$ cat src/gtg_pkg.sv
package gtg_pkg;

   localparam int XY_W   = 28;   // CORDIC x/y datapath, covers prescale and gain growth
   localparam int ANG_W  = 20;   // Q.16 angle
   localparam int ERR_W  = 21;   // heading error before wrap
   localparam int DIST_W = 17;   // distance, Q.10
   localparam int MA_W   = 28;   // multiplier operand a
   localparam int MB_W   = 17;   // multiplier operand b
   localparam int MP_W   = MA_W + MB_W;
   localparam int SH_W   = 5;    // shift amount / arctangent table index
   localparam int ATAN_W = 16;
   localparam int MAX_ITER = 24;

   localparam int PRESCALE = 8;
   localparam logic signed [ANG_W-1:0] PI_Q16     = 20'sd205887;
   localparam logic signed [ERR_W-1:0] TWO_PI_Q16 = 21'sd411775;
   localparam logic signed [MB_W-1:0]  INV_K_Q16  = 17'sd39797;
   localparam logic [19:0]             LIN_MAX    = 20'hFFFFF;
   localparam logic signed [18:0]      TURN_MAX   = 19'sd262143;
   localparam logic signed [18:0]      TURN_MIN   = -19'sd262144;

   localparam logic [2:0] REG_GOAL_X      = 3'd0;
   localparam logic [2:0] REG_GOAL_Y      = 3'd1;
   localparam logic [2:0] REG_TOLERANCE   = 3'd2;
   localparam logic [2:0] REG_LINEAR_GAIN = 3'd3;
   localparam logic [2:0] REG_ANGULAR_GAIN = 3'd4;

   typedef logic signed [XY_W-1:0]  xy_type;
   typedef logic signed [ANG_W-1:0] ang_type;

   typedef struct packed {
      xy_type  x;
      xy_type  y;
      ang_type z;
   } cordic_vec_type;

   typedef enum logic [7:0] {
      ST_IDLE = 8'b0000_0001,
      ST_ITER = 8'b0000_0010,
      ST_MULD = 8'b0000_0100,
      ST_CHK  = 8'b0000_1000,
      ST_WRAP = 8'b0001_0000,
      ST_MULL = 8'b0010_0000,
      ST_MULT = 8'b0100_0000,
      ST_FIN  = 8'b1000_0000
   } state_type;

   // round(atan(2^-i) * 2^16)
   function automatic logic [ATAN_W-1:0] atan_lut(input logic [SH_W-1:0] idx);
      logic [ATAN_W-1:0] v;
      case (idx)
         5'd0:  v = 16'd51472;
         5'd1:  v = 16'd30386;
         5'd2:  v = 16'd16055;
         5'd3:  v = 16'd8150;
         5'd4:  v = 16'd4091;
         5'd5:  v = 16'd2047;
         5'd6:  v = 16'd1024;
         5'd7:  v = 16'd512;
         5'd8:  v = 16'd256;
         5'd9:  v = 16'd128;
         5'd10: v = 16'd64;
         5'd11: v = 16'd32;
         5'd12: v = 16'd16;
         5'd13: v = 16'd8;
         5'd14: v = 16'd4;
         5'd15: v = 16'd2;
         5'd16: v = 16'd1;
         default: v = 16'd0;
      endcase
      return v;
   endfunction

endpackage

$ cat src/gtg_cordic_step.sv
module gtg_cordic_step (
   input  gtg_pkg::cordic_vec_type    vec_i,
   input  logic [gtg_pkg::SH_W-1:0]   shift_i,
   output gtg_pkg::cordic_vec_type    vec_o
);

   gtg_pkg::xy_type  xs;
   gtg_pkg::xy_type  ys;
   gtg_pkg::ang_type step;

   assign xs   = vec_i.x >>> shift_i;
   assign ys   = vec_i.y >>> shift_i;
   assign step = gtg_pkg::ang_type'(gtg_pkg::atan_lut(shift_i));

   always_comb begin
      if (vec_i.y > 0) begin
         vec_o.x = vec_i.x + ys;
         vec_o.y = vec_i.y - xs;
         vec_o.z = vec_i.z + step;
      end else begin
         vec_o.x = vec_i.x - ys;
         vec_o.y = vec_i.y + xs;
         vec_o.z = vec_i.z - step;
      end
   end

endmodule

$ cat src/gtg_mul.sv
module gtg_mul (
   input  logic                                clock,
   input  logic                                en,
   input  logic signed [gtg_pkg::MA_W-1:0]     a,
   input  logic signed [gtg_pkg::MB_W-1:0]     b,
   output logic signed [gtg_pkg::MP_W-1:0]     p
);

   logic signed [gtg_pkg::MP_W-1:0] p_ff;
   logic signed [gtg_pkg::MP_W-1:0] p_in;

   assign p_in = en ? (gtg_pkg::MP_W'(a) * gtg_pkg::MP_W'(b)) : p_ff;

   always_ff @(posedge clock) begin
      p_ff <= p_in;
   end

   assign p = p_ff;

endmodule

$ cat src/go_to_goal_steering_controller.sv
// Go-to-goal steering controller.
// Request channel (req_valid/req_stall) takes one pose sample: pose_x, pose_y
// (Q6.10) and heading (Q3.12 rad). The response channel (rsp_valid/rsp_stall)
// returns linear_speed (Q10.10), turn_rate (Q7.12) and the arrived flag.
// Goal, tolerance and gains are written through csr_valid/csr_ready with a
// register index; csr_ready is always high, and writes belong in idle time.
// The heading error is wrapped into range when needed; a zero vector skips
// the iterations.
// The CORDIC vectoring loop runs one micro-rotation per cycle through one
// shared add/shift stage, then one shared 28x17 multiplier serves distance,
// linear speed and turn rate in turn. A new request is taken only after the
// previous one has been written into the output register.
// Once arrived is latched, a taken request skips the datapath and goes
// straight to the finish state, which returns zeros.
// req_stall is high while a request is in work. A finished response sits in
// an output register; the next request is accepted even while the receiver
// stalls, and its result waits until the held response is taken.
// Reset clears the registers to their defaults, drops the arrived latch and
// empties the output register.
module go_to_goal_steering_controller #(
   parameter int CORDIC_ITERATIONS = 14
) (
   input  logic               clock,
   input  logic               reset,
   input  logic               req_valid,
   output logic               req_stall,
   input  logic signed [15:0] req_pose_x,
   input  logic signed [15:0] req_pose_y,
   input  logic signed [14:0] req_heading,
   output logic               rsp_valid,
   input  logic               rsp_stall,
   output logic [19:0]        rsp_linear_speed,
   output logic signed [18:0] rsp_turn_rate,
   output logic               rsp_arrived,
   input  logic               csr_valid,
   output logic               csr_ready,
   input  logic [2:0]         csr_index,
   input  logic [15:0]        csr_wdata
);

   localparam int NITER  = (CORDIC_ITERATIONS > gtg_pkg::MAX_ITER) ?
                           gtg_pkg::MAX_ITER : CORDIC_ITERATIONS;
   localparam int ITER_W = (NITER > 1) ? $clog2(NITER) : 1;
   localparam logic [ITER_W-1:0] LAST_ITER = ITER_W'(NITER - 1);

   // configuration
   logic signed [15:0] goal_x_ff, goal_x_in;
   logic signed [15:0] goal_y_ff, goal_y_in;
   logic [15:0]        tol_ff, tol_in;
   logic [11:0]        lin_gain_ff, lin_gain_in;
   logic [11:0]        ang_gain_ff, ang_gain_in;

   // control
   gtg_pkg::state_type state_ff, state_in;
   logic [ITER_W-1:0]  cnt_ff, cnt_in;
   logic               reached_ff, reached_in;
   logic               rsp_valid_ff, rsp_valid_in;

   // datapath
   gtg_pkg::cordic_vec_type          vec_ff, vec_in, vec_step;
   logic signed [14:0]               hd_ff, hd_in;
   logic [gtg_pkg::DIST_W-1:0]       dist_ff, dist_in;
   logic signed [gtg_pkg::ERR_W-1:0] err_ff, err_in;
   logic [19:0]                      lin_ff, lin_in;
   logic [19:0]                      out_lin_ff, out_lin_in;
   logic signed [18:0]               out_turn_ff, out_turn_in;
   logic                             out_arr_ff, out_arr_in;

   // shared multiplier
   logic                              mul_en;
   logic signed [gtg_pkg::MA_W-1:0]   mul_a;
   logic signed [gtg_pkg::MB_W-1:0]   mul_b;
   logic signed [gtg_pkg::MP_W-1:0]   mul_p;

   // load-time values
   logic signed [16:0]              dx, dy;
   gtg_pkg::xy_type                 x0, y0;
   logic signed [gtg_pkg::MP_W-1:0] dist_sum;
   logic [29:0]                     lin_sum;
   logic [21:0]                     lin_full;
   logic signed [33:0]              turn_sum;
   logic signed [21:0]              turn_full;
   logic signed [18:0]              turn_sat;
   logic                            req_take;
   logic                            rsp_take;

   gtg_cordic_step u_step (
      .vec_i   (vec_ff),
      .shift_i (gtg_pkg::SH_W'(cnt_ff)),
      .vec_o   (vec_step)
   );

   gtg_mul u_mul (
      .clock (clock),
      .en    (mul_en),
      .a     (mul_a),
      .b     (mul_b),
      .p     (mul_p)
   );

   assign req_take = req_valid && !req_stall;
   assign rsp_take = rsp_valid_ff && !rsp_stall;
   assign req_stall = (state_ff != gtg_pkg::ST_IDLE);
   assign csr_ready = 1'b1;

   assign dx = 17'(goal_x_ff) - 17'(req_pose_x);
   assign dy = 17'(goal_y_ff) - 17'(req_pose_y);
   assign x0 = gtg_pkg::xy_type'(dx) <<< gtg_pkg::PRESCALE;
   assign y0 = gtg_pkg::xy_type'(dy) <<< gtg_pkg::PRESCALE;

   // distance = (x * 1/K + 2^23) >> 24, x known non-negative
   assign dist_sum = mul_p + gtg_pkg::MP_W'(64'd8388608);
   // linear = (dist * gain + 128) >> 8
   assign lin_sum  = mul_p[29:0] + 30'd128;
   assign lin_full = lin_sum[29:8];
   // turn = floor((err * gain + 2048) / 4096)
   assign turn_sum  = mul_p[33:0] + 34'sd2048;
   assign turn_full = turn_sum[33:12];

   always_comb begin
      if (turn_full > 22'(gtg_pkg::TURN_MAX)) begin
         turn_sat = gtg_pkg::TURN_MAX;
      end else if (turn_full < 22'(gtg_pkg::TURN_MIN)) begin
         turn_sat = gtg_pkg::TURN_MIN;
      end else begin
         turn_sat = turn_full[18:0];
      end
   end

   // configuration writes
   always_comb begin
      goal_x_in   = goal_x_ff;
      goal_y_in   = goal_y_ff;
      tol_in      = tol_ff;
      lin_gain_in = lin_gain_ff;
      ang_gain_in = ang_gain_ff;
      if (csr_valid && csr_ready) begin
         case (csr_index)
            gtg_pkg::REG_GOAL_X:       goal_x_in   = csr_wdata;
            gtg_pkg::REG_GOAL_Y:       goal_y_in   = csr_wdata;
            gtg_pkg::REG_TOLERANCE:    tol_in      = csr_wdata;
            gtg_pkg::REG_LINEAR_GAIN:  lin_gain_in = csr_wdata[11:0];
            gtg_pkg::REG_ANGULAR_GAIN: ang_gain_in = csr_wdata[11:0];
            default: ;
         endcase
      end
   end

   // multiplier operand select
   always_comb begin
      mul_en = 1'b0;
      mul_a  = vec_ff.x;
      mul_b  = gtg_pkg::INV_K_Q16;
      case (state_ff)
         gtg_pkg::ST_MULD: begin
            mul_en = 1'b1;
            mul_a  = (vec_ff.x < 0) ? '0 : vec_ff.x;
            mul_b  = gtg_pkg::INV_K_Q16;
         end
         gtg_pkg::ST_MULL: begin
            mul_en = 1'b1;
            mul_a  = gtg_pkg::MA_W'(dist_ff);
            mul_b  = gtg_pkg::MB_W'(lin_gain_ff);
         end
         gtg_pkg::ST_MULT: begin
            mul_en = 1'b1;
            mul_a  = gtg_pkg::MA_W'(err_ff);
            mul_b  = gtg_pkg::MB_W'(ang_gain_ff);
         end
         default: ;
      endcase
   end

   // sequencer
   always_comb begin
      state_in     = state_ff;
      cnt_in       = cnt_ff;
      reached_in   = reached_ff;
      vec_in       = vec_ff;
      hd_in        = hd_ff;
      dist_in      = dist_ff;
      err_in       = err_ff;
      lin_in       = lin_ff;
      out_lin_in   = out_lin_ff;
      out_turn_in  = out_turn_ff;
      out_arr_in   = out_arr_ff;
      rsp_valid_in = rsp_valid_ff && !rsp_take;

      case (state_ff)
         gtg_pkg::ST_IDLE: begin
            if (req_take) begin
               hd_in  = req_heading;
               cnt_in = '0;
               vec_in.x = x0;
               vec_in.y = y0;
               vec_in.z = '0;
               if (reached_ff) begin
                  state_in = gtg_pkg::ST_FIN;
               end else if (dx == 0 && dy == 0) begin
                  vec_in.x = '0;
                  state_in = gtg_pkg::ST_MULD;
               end else begin
                  // left half plane: pre-rotate by pi
                  if (dx < 0) begin
                     vec_in.x = -x0;
                     vec_in.y = -y0;
                     vec_in.z = (dy >= 0) ? gtg_pkg::PI_Q16 : -gtg_pkg::PI_Q16;
                  end
                  state_in = gtg_pkg::ST_ITER;
               end
            end
         end
         gtg_pkg::ST_ITER: begin
            vec_in = vec_step;
            cnt_in = cnt_ff + 1'b1;
            if (cnt_ff == LAST_ITER) begin
               state_in = gtg_pkg::ST_MULD;
            end
         end
         gtg_pkg::ST_MULD: begin
            state_in = gtg_pkg::ST_CHK;
         end
         gtg_pkg::ST_CHK: begin
            dist_in = dist_sum[40:24];
            err_in  = gtg_pkg::ERR_W'(vec_ff.z) - (gtg_pkg::ERR_W'(hd_ff) <<< 4);
            if (dist_sum[40:24] < gtg_pkg::DIST_W'(tol_ff)) begin
               reached_in = 1'b1;
               state_in   = gtg_pkg::ST_FIN;
            end else begin
               state_in = gtg_pkg::ST_WRAP;
            end
         end
         gtg_pkg::ST_WRAP: begin
            if (err_ff > gtg_pkg::ERR_W'(gtg_pkg::PI_Q16)) begin
               err_in = err_ff - gtg_pkg::TWO_PI_Q16;
            end else if (err_ff < -gtg_pkg::ERR_W'(gtg_pkg::PI_Q16)) begin
               err_in = err_ff + gtg_pkg::TWO_PI_Q16;
            end else begin
               state_in = gtg_pkg::ST_MULL;
            end
         end
         gtg_pkg::ST_MULL: begin
            state_in = gtg_pkg::ST_MULT;
         end
         gtg_pkg::ST_MULT: begin
            lin_in   = (lin_full[21:20] != 2'b00) ? gtg_pkg::LIN_MAX : lin_full[19:0];
            state_in = gtg_pkg::ST_FIN;
         end
         gtg_pkg::ST_FIN: begin
            // hold the result until the output register is free
            if (!rsp_valid_ff || rsp_take) begin
               rsp_valid_in = 1'b1;
               if (reached_ff) begin
                  out_lin_in  = '0;
                  out_turn_in = '0;
                  out_arr_in  = 1'b1;
               end else begin
                  out_lin_in  = lin_ff;
                  out_turn_in = turn_sat;
                  out_arr_in  = 1'b0;
               end
               state_in = gtg_pkg::ST_IDLE;
            end
         end
         default: begin
            state_in = gtg_pkg::ST_IDLE;
         end
      endcase
   end

   always_ff @(posedge clock) begin
      if (reset) begin
         state_ff     <= gtg_pkg::ST_IDLE;
         cnt_ff       <= '0;
         reached_ff   <= 1'b0;
         rsp_valid_ff <= 1'b0;
         goal_x_ff    <= '0;
         goal_y_ff    <= '0;
         tol_ff       <= 16'd102;
         lin_gain_ff  <= 12'd384;
         ang_gain_ff  <= 12'd512;
      end else begin
         state_ff     <= state_in;
         cnt_ff       <= cnt_in;
         reached_ff   <= reached_in;
         rsp_valid_ff <= rsp_valid_in;
         goal_x_ff    <= goal_x_in;
         goal_y_ff    <= goal_y_in;
         tol_ff       <= tol_in;
         lin_gain_ff  <= lin_gain_in;
         ang_gain_ff  <= ang_gain_in;
      end
   end

   always_ff @(posedge clock) begin
      vec_ff      <= vec_in;
      hd_ff       <= hd_in;
      dist_ff     <= dist_in;
      err_ff      <= err_in;
      lin_ff      <= lin_in;
      out_lin_ff  <= out_lin_in;
      out_turn_ff <= out_turn_in;
      out_arr_ff  <= out_arr_in;
   end

   assign rsp_valid        = rsp_valid_ff;
   assign rsp_linear_speed = out_lin_ff;
   assign rsp_turn_rate    = out_turn_ff;
   assign rsp_arrived      = out_arr_ff;

endmodule

$ cat config.mk
export PLATFORM = sky130hd
export DESIGN_NAME = go_to_goal_steering_controller
export DESIGN_NICKNAME = d
export VERILOG_FILES = /design/src/gtg_pkg.sv /design/src/gtg_cordic_step.sv /design/src/gtg_mul.sv /design/src/go_to_goal_steering_controller.sv
export SDC_FILE = /design/constraint.sdc
export NUM_CORES = 2
export LEC_CHECK = 0
export BUFFER_PORTS_ARGS = -buffer_cell sky130_fd_sc_hd__buf_2
export CORE_MARGIN = 4
export CORE_UTILIZATION = 65
export CTS_CLUSTER_DIAMETER = 50
export DETAILED_ROUTE_END_ITERATION = 8
export PLACE_DENSITY = 0.86
export RECOVER_POWER = 100
export SETUP_SLACK_MARGIN = 0.05
export SYNTH_ARGS = -nofsm -noshare
export SYNTH_HDL_FRONTEND = slang
export SYNTH_SLANG_ARGS = --single-unit
$ cat constraint.sdc
create_clock -name clock -period 11.1 [get_ports clock]
set_clock_uncertainty 0.05 [all_clocks]
set_input_delay 0.555 -clock clock [delete_from_list [all_inputs] [get_ports clock]]
set_output_delay 0.555 -clock clock [all_outputs]
set_load 0.005 [all_outputs]
# == Word-level counts from Yosys, hierarchy flattened ==
# Memory sizes are Yosys's and may differ from the RTL's. A register that Yosys moved wholly into a read port is not among the register bits.
# Index checks and enable logic that the tools add are counted.
# totals
ff_bits,316
rom_bits,512
input_bits,71
out_inout_bits,43
wordCells,132
memories,1
# mem_list
name,depth,word_bits,read_ports,rd_clocked_by_memory_dff,wr,line,rtl
(name not given),32,16,1,1,0,gtg_pkg.sv:51,case (idx)
# op_classes
n_addsub,17
n_mul,1
n_lt_le_gt_ge,9
eq_ne,20
n_shift,2
muxes,33
reduce_logical,28
# op_table
operator,count
76-bit two-way mux,4
76-bit case mux with 2 select lines,1
28-bit case mux with 3 select lines,1
32-bit logical NOT,2
8-bit case mux with 8 select lines,1
28-bit adder,2
28-bit two-way mux,2
8-bit two-way mux,7
25-bit negation with 28-bit output,2
28-bit by 4-bit >>> shifter with 28-bit output,2
28-bit subtractor,2
48-bit two-way mux,1
21-bit two-way mux,2
21-bit case mux with 2 select lines,1
41-bit by 24-bit adder with 41-bit output (second input constant),1
28-bit by 17-bit multiplier with 41-bit output,1
34-bit by 12-bit adder with 34-bit output (second input constant),1
16-bit by 16-bit subtractor with 17-bit output,2
16-bit case mux with 2 select lines,1
30-bit by 8-bit adder with 30-bit output (second input constant),1
28-bit by 1-bit > comparator with 1-bit output (second input constant),1
28-bit by 1-bit < comparator with 1-bit output (second input constant),1
22-bit by 19-bit > comparator with 1-bit output (second input constant),1
22-bit by 19-bit < comparator with 1-bit output (second input constant),1
other kinds (43),69

# == Logic depth before layout (Yosys ltp) ==
# depth
word_depth,8
ltp_mapped,32
mapped_depth_nobuf,30

# == By module ==
# A second synthesis with hierarchy kept.
# hier_totals
cells_unflattened,4833
area_unflattened_um2,43452.9
# modules_own_cells
mod,instances,cells_each,area_per_inst_um2,seq_area_each_um2
gtg_mul,1,1933,18106.1,1351.3
go_to_goal_steering_controller,1,1730,16359.4,7397.1
gtg_cordic_step,1,1170,8987.4,0.0

# == Worst setup path before layout ==
# OpenSTA, ideal clock, no wires.
# synth_path
path_kind,flip-flop to flip-flop
start,reg state_ff[1]
end,reg u_mul.p_ff (netlist bit u_mul.p[40]) (data pin)
setup_ps,266
arrival_time_ps,8180
required_time_ps,10784
slack_ps,2604
path_stages_with_launch,31
path_buffers,3
period_less_slack_ps,8496
path_cell_list,dfxtp_1 > clkbuf_1 > nor3_1 > nand2_1 > nor3_1 > clkbuf_1 > nor2_1 > nor2_1 > clkbuf_1 > nor2_1 > fa_1 > inv_1 > fa_1 > fa_1 > inv_1 > fa_1 > fa_1 > inv_1 > fa_1 > inv_1 > ha_1 > nand2_1 > o21ai_0 > o21ai_0 > a21oi_1 > a21oi_1 > o41ai_1 > o2111ai_1 > a41oi_1 > and4_1 > nor3_1
# synth_via
elab_chain_cells,3
word_cells_on_any_way,6
classes_between,mul (1); eq/ne (3); mux (2)
# synth_lines
item,line,rtl
start: declaration,go_to_goal_steering_controller.sv:54,"gtg_pkg::state_type state_ff, state_in;"
start signal: assignment,go_to_goal_steering_controller.sv:273,state_ff <= gtg_pkg::ST_IDLE;
start signal: assignment,go_to_goal_steering_controller.sv:283,state_ff <= state_in;
8-bit by 7-bit == test with 1-bit output (tied with other cells),go_to_goal_steering_controller.sv:154,case (state_ff)
28-bit case mux with 3 select lines or 16-bit case mux with 2 select lines (tied branches),go_to_goal_steering_controller.sv:154,
28-bit by 17-bit multiplier with 41-bit output (*),gtg_mul.sv:12,assign p_in = en ? (gtg_pkg::MP_W'(a) * gtg_pkg::MP_W'(b)) : p_ff;
end signal: assignment,gtg_mul.sv:15,p_ff <= p_in;
end: declaration,gtg_mul.sv:9,logic signed [gtg_pkg::MP_W-1:0] p_ff;
# Mark *: on every way between the ends. The rest lies on a longest branch, timed or not.
# A chain may end at the register's enable or synchronous reset.

# == Worst setup path after layout ==
# Ends and elaborated chain as after synthesis.

==> metrics.cfg <==
[sta]
fin_crit_ns=9.988
worst_pin_slew_ns=3.857
timing.hold.ws_ns=0.07122
maxSlewViolCount=203
tns_ns=0
timing.fmax_ghz=0.1001
worst_slack_ns=1.112
slew_headroom_pct=-157.1
setup_viol=0
rsz0062_at_grt=false
finalCritPeriodShare_pct=89.98
hold_violations=0

[clock_tree]
clock_latency_ns=0.61
cts-resized-gates=0
hold_buffers=0
cts_made_buffers=44
cts_setup_buffers=0
clk_pin_slew_ns=0.06
clock-root-buffer=clkbuf_16
cts_sinks=325
clockBufferDepth=3
htreeDepth=2
cts_tree=yes

[synthesis]
yosys.area.top_type=fa_1
synth_top_cell_area_share_pct=18.47
synth_edf_count=223
async_flop_share_pct=0
yosysUniqueCellTypes=95
yosys_register_bits=325
yosys_most_used_dff=edfxtp_1
syn_inst=4353
syn_nets=5078
syn_area_per_cell_sq_um=8.891
syn_area_sq_um=38700
ys_seq_area_share_pct=22.58
yosysWarningCount=0
synth.area.top_cells=fa_1 18%, edfxtp_1 17%, ha_1 9.6%

[critical_path]
crit_type=flop to flop
cp.depth=29
critPathMaxFanout=12
crit_path_frequent_cell=fa_1
critical-path-slowest-cell=nor2_1
crit_buf_inv=6
r2r_cells=29
critPathRequiredTime_ns=11.39
slowest_delay_ns=0.82
crit_family=adder cells
arrival_ns=10.28
start_kind=flop
crit_path_end_kind=flop

[place]
place_ws_ns=1.832
dp_hpwl_mm=88.39
io_buffers=112
gp_congestion=1.008

[global_route]
grt_antenna_before_repair=1
grt_overflow_total=0
grt_pass1_wl_mm=179.8
grt_usage_pct=35.81
grt_pass1_vias=33170
grt_max_degree=96

[die]
initial_utilization_pct=65.58
die_x_um=252.0
die_h_um=252.0
ios=114
die_area_sq_um=63510
rows=89
core-area_sq_um=59020

[min_path]
hold_depth=1
hold_class=input pin to flop

[layout]
areaGrowthSynthToFinish_pct=6.505
nNetsFinal=5109
final_layout_size_suffix_gt1_share_pct=6.629
fillers=4462

[detailed_routing]
wl_per_cell_um=21.94
dr_total_vias=32855
viasPerCell=6.326
drtIter0Drc=3464
drt_pre_antenna_iters=7
drc_errors=0
wl_mm=114.0
drt.antenna.violating_nets=0

[run_status]
violations=capacitance limit, slew limit
status=finished, violations left

[job]
cap_viol_max_count=4

[cells in the mapped netlist (all sizes together), types with 8 or more instances]
| cell type | instances |
|---|---|
| inv | 602 |
| nand2 | 530 |
| nor2 | 370 |
| fa | 357 |
| ha | 297 |
| a21oi | 269 |
| edfxtp | 223 |
| o21ai | 189 |
| xnor2 | 171 |
| clkbuf | 135 |
| xor2 | 121 |
| dfxtp | 102 |
| and2 | 62 |
| nor3 | 62 |
| a21o | 59 |
| mux4 | 52 |
| nor2b | 52 |
| nand3 | 51 |
| mux2i | 47 |
| and3 | 40 |
| nand2b | 36 |
| mux2 | 34 |
| o21a | 34 |
| buf | 30 |
| or2 | 30 |
| o31ai | 29 |
| a22oi | 27 |
| a31oi | 27 |
| or3 | 25 |
| nor4 | 24 |
| o21bai | 22 |
| a211oi | 21 |
| o211ai | 17 |
| o22ai | 15 |
| o41ai | 15 |
| a211o | 12 |
| or4 | 11 |
| nand4 | 9 |
| a2111oi | 8 |
| a21boi | 8 |
| a22o | 8 |
[final timing paths]
kind                            slack, ns                        end                       from
worst min register to register       0.41  goal_x_ff[0]$_SDFFE_PP0P_  goal_x_ff[0]$_SDFFE_PP0P_
worst max-delay path                 1.11      u_mul.p[40]$_DFFE_PN_   state_ff[1]$_SDFFE_PP0P_
worst min-delay path                 0.07         hd_ff[7]$_DFFE_PP_             req_heading[7]
worst max register to register       1.11      u_mul.p[40]$_DFFE_PN_   state_ff[1]$_SDFFE_PP0P_
[area by class of cell]
cell class / instances / area, sq um / area share [%]
diodes: 1 / 2.502 / 0.006071
clock buffers: 50 / 1134 / 2.750
clock inverters: 32 / 337.8 / 0.8196
inverters: 602 / 2260 / 5.482
multi-input cells: 3261 / 27020 / 65.56
flip-flops and latches: 325 / 8742 / 21.21
well taps: 773 / 967.2 / 2.346
repair buffers: 150 / 754.5 / 1.830
[layout by cell type (no fill, tap or decap), drive strengths merged, types with 16 or more instances in the layout]
cell / n
nor2b: 52
clkinv: 16
nand2: 530
mux2: 34
a22oi: 27
nand3: 51
o211ai: 17
a211oi: 21
nand2b: 36
ha: 297
and2: 62
mux4: 52
a21oi: 269
or3: 25
and3: 40
edfxtp: 223
a31oi: 27
nor3: 62
o21bai: 22
dfxtp: 102
o31ai: 29
or2: 30
fa: 357
buf: 99
nor2: 370
xnor2: 171
inv: 612
clkbuf: 101
xor2: 121
o21a: 34
nor4: 24
mux2i: 47
o21ai: 189
a21o: 59
[flip-flops by register name, indices dropped and copies added, names as in the netlist, 4 cells and up]
register / cells
rsp_turn_rate: 19
u_mul.p: 34
rsp_linear_speed: 20
vec_ff: 76
lin_gain_ff: 12
lin_ff: 20
dist_ff: 17
tol_ff: 16
goal_x_ff: 16
ang_gain_ff: 12
hd_ff: 15
goal_y_ff: 16
cnt_ff: 4
err_ff: 21
u_step.step: 16
state_ff: 8
[metrics by stage]
stage,util [%],instance area [sq um],instances
finish,69.84,41220,5194
global route,69.84,41220,5194
CTS,70.05,41340,5193
detailed placement,67.55,39870,5111
global placement,67.55,39870,5111
floorplan,-,38700,4353
[worst reg2reg max path: cells and delay by family (launching register included)]
family	cells	cell delay (ns)
buffers and inverters	6	0.99
adder cells (fa/ha/maj)	7	3.42
AND/OR/NAND/NOR	9	2.56
AO/OA/AOI/OAI	7	2.32
flip-flops	1	0.39
[layer usage]
metal | global-route usage, % | routed length (um) | up-vias | share of wire (%)
li1 | - | - | 14781 | -
met1 | 44.02 | 40790 | 15685 | 36
met2 | 58.93 | 53400 | 1878 | 47
met3 | 6.638 | 11000 | 511 | 9.7
met4 | 21.97 | 8761 | 0 | 7.7
met5 | 0 | 0 | - | 0
[cells by family (layout without fill, tap and decap cells)]
group,count (synthesis),count (layout),share of synthesized area [%]
AND/OR/NAND/NOR,1343,1343,15.94
AO/OA/AOI/OAI,837,837,13.68
buffers and inverters,767,834,7.649
adder cells (fa/ha/maj),654,654,28.07
flip-flops,325,325,22.58
XOR/XNOR,293,293,6.666
multiplexers,133,133,5.405
other,1,2,0.009689
Power is left out: the tool's default activity adds up to more than one toggle a clock period on the data nets, which glitch-free logic cannot reach.
